`config.mk`:
```
export PLATFORM = sky130hd
export DESIGN_NAME = qa_cordic_stage
export DESIGN_NICKNAME = d
export VERILOG_FILES = /design/src/rtl/core/qa_pkg.sv /design/src/rtl/core/qa_cordic_stage.sv
export SDC_FILE = /design/constraint.sdc
export NUM_CORES = 1
export LEC_CHECK = 0
export ABC_AREA = 1
export BUFFER_PORTS_ARGS = -buffer_cell sky130_fd_sc_hd__buf_2
export CORE_UTILIZATION = 45
export DETAILED_ROUTE_END_ITERATION = 7
export GPL_TIMING_DRIVEN = 1
export PLACE_DENSITY = 0.69
export RECOVER_POWER = 50
export SKIP_LAST_GASP = 1
export SYNTH_ARGS = -nofsm -noshare
export SYNTH_HDL_FRONTEND = slang
export SYNTH_SLANG_ARGS = --single-unit
```
`constraint.sdc`:
```
create_clock -name aclk -period 4.85 [get_ports aclk]
set_input_delay 0.485 -clock aclk [delete_from_list [all_inputs] [get_ports aclk]]
set_output_delay 0.485 -clock aclk [all_outputs]
set_load 0.03 [all_outputs]
```
`src/rtl/core/qa_pkg.sv`:
```
package qa_pkg;

    // Number of CORDIC rotation steps, one pipeline stage each (8 to 32).
    localparam int CORDIC_STEPS = 16;
    // Integer square root steps for a 64-bit radicand, one per stage.
    localparam int SQRT_STEPS = 32;

    localparam logic signed [33:0] CORDIC_X0 = 34'sd652032874;
    localparam logic [32:0] DEG_TO_RAD = 33'd4797524518;

    typedef struct packed {
        logic signed [33:0] x;
        logic signed [33:0] y;
        logic signed [33:0] z;
        logic [71:0]        prod;
        logic [63:0]        abcd;
        logic               neg;
        logic               inv;
    } cord_t;

    typedef struct packed {
        logic [63:0] rem;
        logic [63:0] root;
        logic        inv;
        logic        sat;
    } sq_t;

    // Truncated arctangent of 2^-i in Q2.30.
    function automatic logic signed [33:0] atan_q30(input logic [4:0] i);
        logic signed [33:0] r;
        r = '0;
        case (i)
            5'd0:  r = 34'sd843314856;
            5'd1:  r = 34'sd497837829;
            5'd2:  r = 34'sd263043836;
            5'd3:  r = 34'sd133525158;
            5'd4:  r = 34'sd67021686;
            5'd5:  r = 34'sd33543515;
            5'd6:  r = 34'sd16775850;
            5'd7:  r = 34'sd8388437;
            5'd8:  r = 34'sd4194282;
            5'd9:  r = 34'sd2097149;
            5'd10: r = 34'sd1048575;
            5'd11: r = 34'sd524287;
            5'd12: r = 34'sd262143;
            5'd13: r = 34'sd131071;
            5'd14: r = 34'sd65535;
            5'd15: r = 34'sd32767;
            5'd16: r = 34'sd16383;
            5'd17: r = 34'sd8191;
            5'd18: r = 34'sd4095;
            5'd19: r = 34'sd2047;
            5'd20: r = 34'sd1023;
            5'd21: r = 34'sd511;
            5'd22: r = 34'sd255;
            5'd23: r = 34'sd127;
            5'd24: r = 34'sd63;
            5'd25: r = 34'sd31;
            5'd26: r = 34'sd15;
            5'd27: r = 34'sd7;
            5'd28: r = 34'sd3;
            5'd29: r = 34'sd1;
            default: r = 34'sd0;
        endcase
        return r;
    endfunction

endpackage

```
`src/rtl/core/qa_cordic_stage.sv`:
```
// One rotation-mode CORDIC step; the step index is tied to a constant.
module qa_cordic_stage (
    input  logic          aclk,
    input  logic          aresetn,
    input  logic          en,
    input  logic [4:0]    step,
    input  logic          in_valid,
    input  qa_pkg::cord_t in_data,
    output logic          out_valid,
    output qa_pkg::cord_t out_data
);

    qa_pkg::cord_t d_next, d_reg;
    logic          v_reg;
    logic signed [33:0] dx, dy;

    always_comb begin
        d_next = in_data;
        dx = in_data.y >>> step;
        dy = in_data.x >>> step;
        if (!in_data.z[33]) begin
            d_next.x = in_data.x - dx;
            d_next.y = in_data.y + dy;
            d_next.z = in_data.z - qa_pkg::atan_q30(step);
        end else begin
            d_next.x = in_data.x + dx;
            d_next.y = in_data.y - dy;
            d_next.z = in_data.z + qa_pkg::atan_q30(step);
        end
    end

    always_ff @(posedge aclk) begin
        if (!aresetn) begin
            v_reg <= 1'b0;
        end else if (en) begin
            v_reg <= in_valid;
        end
    end

    always_ff @(posedge aclk) begin
        if (en) begin
            d_reg <= d_next;
        end
    end

    assign out_valid = v_reg;
    assign out_data  = d_reg;

endmodule

```
==> qor.yml <==
die_h_um: 209
root_buffer: "clkbuf_16"
synth_edf_count: 240
drt_wl_total_um: 78000
drt_iter0_markers: 1916
placed_area_um2: 22700
startpoint_type: "primary input"
synth_warnings: 0
dp_cells: 3548
status: "finished with violations"
synth_area_leaders: "edfxtp_1 37%, nand2_1 15%, nand3_1 9.5%"
syn_area_um2: 19300
reg2reg_from: "out_valid"
whs_ns: 0.0579
synth_cells: 2515
synthArstFlopShare_pct: 0
slew_headroom_pct: -89.6
wire_per_inst_um: 21.7
cp.arrival_ns: 4.71
final_cells: 3600
critPathMaxFanout: 13
netlist_top_cells_count: "755 x nand2_1, 365 x nand3_1, 240 x edfxtp_1, 178 x nor2_1, 176 x inv_1"
path_clk_slew_ns: 0.07
clock-skew-final_ns: 0
drt.antenna.violating_nets: 0
slowest_delay_ns: 0.38
vias: 20052
synth_top_area_share_pct: 37.4
dieArea_um2: 43700
cp_common_cell: "nand2_1"
grt_max_degree: 111
numPortBuffers: 489
gr-usage-all-layers_pct: 34.9
fin_nets: 3400
yosysUniqueCellTypes: 52
floorplan.initialDensity_pct: 45.7
clockBufferDepth: 3
synth_nets: 2877
pin_count: 490
setup_viol: 0
min_to: "out_data[115]"
postSynthAreaPerCell_um2: 7.66
hold_path_class: "primary input to flip-flop"
yosysSeqAreaShare_pct: 37.5
top_layer: "met5"
grt_pass1_wl_um: 115000
gr-total-overflow: 0
worst-r2r-cell-count: 2
worstPathRequired_ns: 5.19
power_leakage_nw: 11.4
period_minus_slack_ns: 4.37
core_um2: 42100
synthToLayoutAreaGrowth_pct: 22.2
cts_setup_buffers: 0
whs_path_depth: 1
clkLatencyLatePin_ns: 0.59
slowest_stage: "ha_1"
violations: "design-rule violations, max-capacitance violations, max-slew violations"
routed_via_density: 5.57
max-cap-violations: 3
hp-start: "in_data[115]"
worst-r2r-setup-slack_ns: 4.09
die_x_um: 209
antenna_found_initial: 7
power_density_nw_per_um2: 363
rsz0062_at_grt: "no"
finalHoldViolCount: 0
route.detailed.drc: 3
synth.most_common_cell: "nand2_1"
cts_sinks: 241
fin_crit_sh_pct: 90.1
layout-drive-gt1-share_pct: 23.0
synth_seq_cells: 241
wl_met3_um: 6290
wl_met2_um: 36000
grt_pass1_vias: 19012
place_congestion: 1.06
synth_ff_type: "edfxtp_1"
cts_buffers: 27
synth_top_cell_by_area: "edfxtp_1"
htreeDepth: 1
dp_hpwl_um: 64200
core.rowCount: 75
crit_buf_inv: 5
cts_tree: "yes"
cp-end-kind: "flip-flop"
vdd_drop_max_v: 0.000311
crit_family: "simple AND/OR/NAND/NOR gates"
detail_route.first_pass.iterations: 8
timing.fmax_mhz: 229
rr_endpoint: "out_valid"
wl_met1_um: 33400
design_area_um2: 23600
worst_slew_pin_slew_ns: 2.84
critPathKind: "primary input to flip-flop"
final_max_slew_viol_count: 247
-- area by class of cell --
type / count / area, µm²
fillers: 4061 / 18600
multi-input cells: 1997 / 10800
flip-flops and latches: 241 / 7230
repair buffers: 578 / 3220
inverters: 193 / 727
clock buffers: 31 / 691
well taps: 539 / 674
clock inverters: 17 / 166
diodes: 4 / 10.0
-- worst max-delay path by stage --
stage	end	depth (start not counted)	slack, ns	startpoint
after floorplan	out_data[162]	26	0.63	step[1]
after global placement	out_data[233]	30	-0.16	step[0]
after detailed placement	out_data[233]	30	-0.19	step[0]
after global routing	out_data[233]	31	0.05	step[0]
after CTS	out_data[233]	30	0.42	step[0]
final	out_data[233]	30	0.48	step[0]
-- worst register-to-register path: cells and delay by family (launching register included) --
| family | cells | cell delay (ns) |
|---|---|---|
| compound gates | 2 | 0.23 |
| flops | 1 | 0.30 |
-- metrics by stage --
| step | TNS, ns | worst slack [ns] | util [%] | power [mW] |
|---|---|---|---|---|
| final | 0 | 0.480 | 55.9 | 8.54 |
| after global routing | 0 | 0.0508 | 55.9 | 8.94 |
| after CTS | 0 | 0.419 | 56.0 | 8.54 |
| after detailed placement | -0.334 | -0.185 | 54.0 | 6.49 |
| after global placement | -0.208 | -0.159 | 54.0 | 6.47 |
| after floorplan | 0 | 0.633 | - | 5.25 |
-- layer usage --
metal,vias to the layer above,track usage (%)
met2,891,57.5
met4,4,9.56
met3,115,5.71
met5,-,0
li1,9590,-
met1,9452,47.2
-- registers in the layout (all words and copies together), names as in the netlist --
signal	flops
out_data	240
out_valid	1
-- what timing repair did --
action                     in CTS  in global routing
hold endpoints to repair        0                  0
setup endpoints to repair       0                  2
resized for setup               0                  4
hold buffers                    0                  0
-- cells in the final DEF (no fill, tap or decap), types with 11 or more instances in the layout --
| master | count |
|---|---|
| buf_2 | 465 |
| o21ai_0 | 82 |
| inv_2 | 17 |
| clkbuf_1 | 28 |
| inv_1 | 174 |
| nand3_1 | 365 |
| buf_12 | 11 |
| o21ai_1 | 11 |
| nand2_2 | 26 |
| a21oi_1 | 126 |
| a31oi_1 | 15 |
| edfxtp_1 | 240 |
| nand4_1 | 30 |
| nand3_2 | 20 |
| xor2_1 | 119 |
| buf_4 | 76 |
| o21a_1 | 12 |
| clkbuf_16 | 27 |
| ha_1 | 110 |
| nor2_2 | 16 |
| nor2_1 | 177 |
| xnor2_1 | 45 |
| nand2_1 | 755 |
-- power by group --
group          switching [mW]  leakage, nW  internal, mW  total [mW]
Clock                   0.898        0.413          1.14        2.03
Combinational            2.48         8.61          1.14        3.62
Sequential              0.135         2.36          2.75        2.89
Total                    3.51         11.4          5.03        8.54
-- cell families (layout without fill, tap and decap cells) --
| kind of cell | count (synthesis) | in the layout | share of synthesized area (%) |
|---|---|---|---|
| adders and majority gates | 113 | 113 | 7.45 |
| DFF | 241 | 241 | 37.5 |
| and+or+nand+nor | 1423 | 1423 | 32.6 |
| xor gates and xnor gates | 164 | 164 | 7.45 |
| other | 0 | 4 | 0 |
| buffers and inverters | 277 | 819 | 6.30 |
| AOI/OAI and AO/OA | 297 | 297 | 8.69 |
Power figures use the tool's default switching activity.
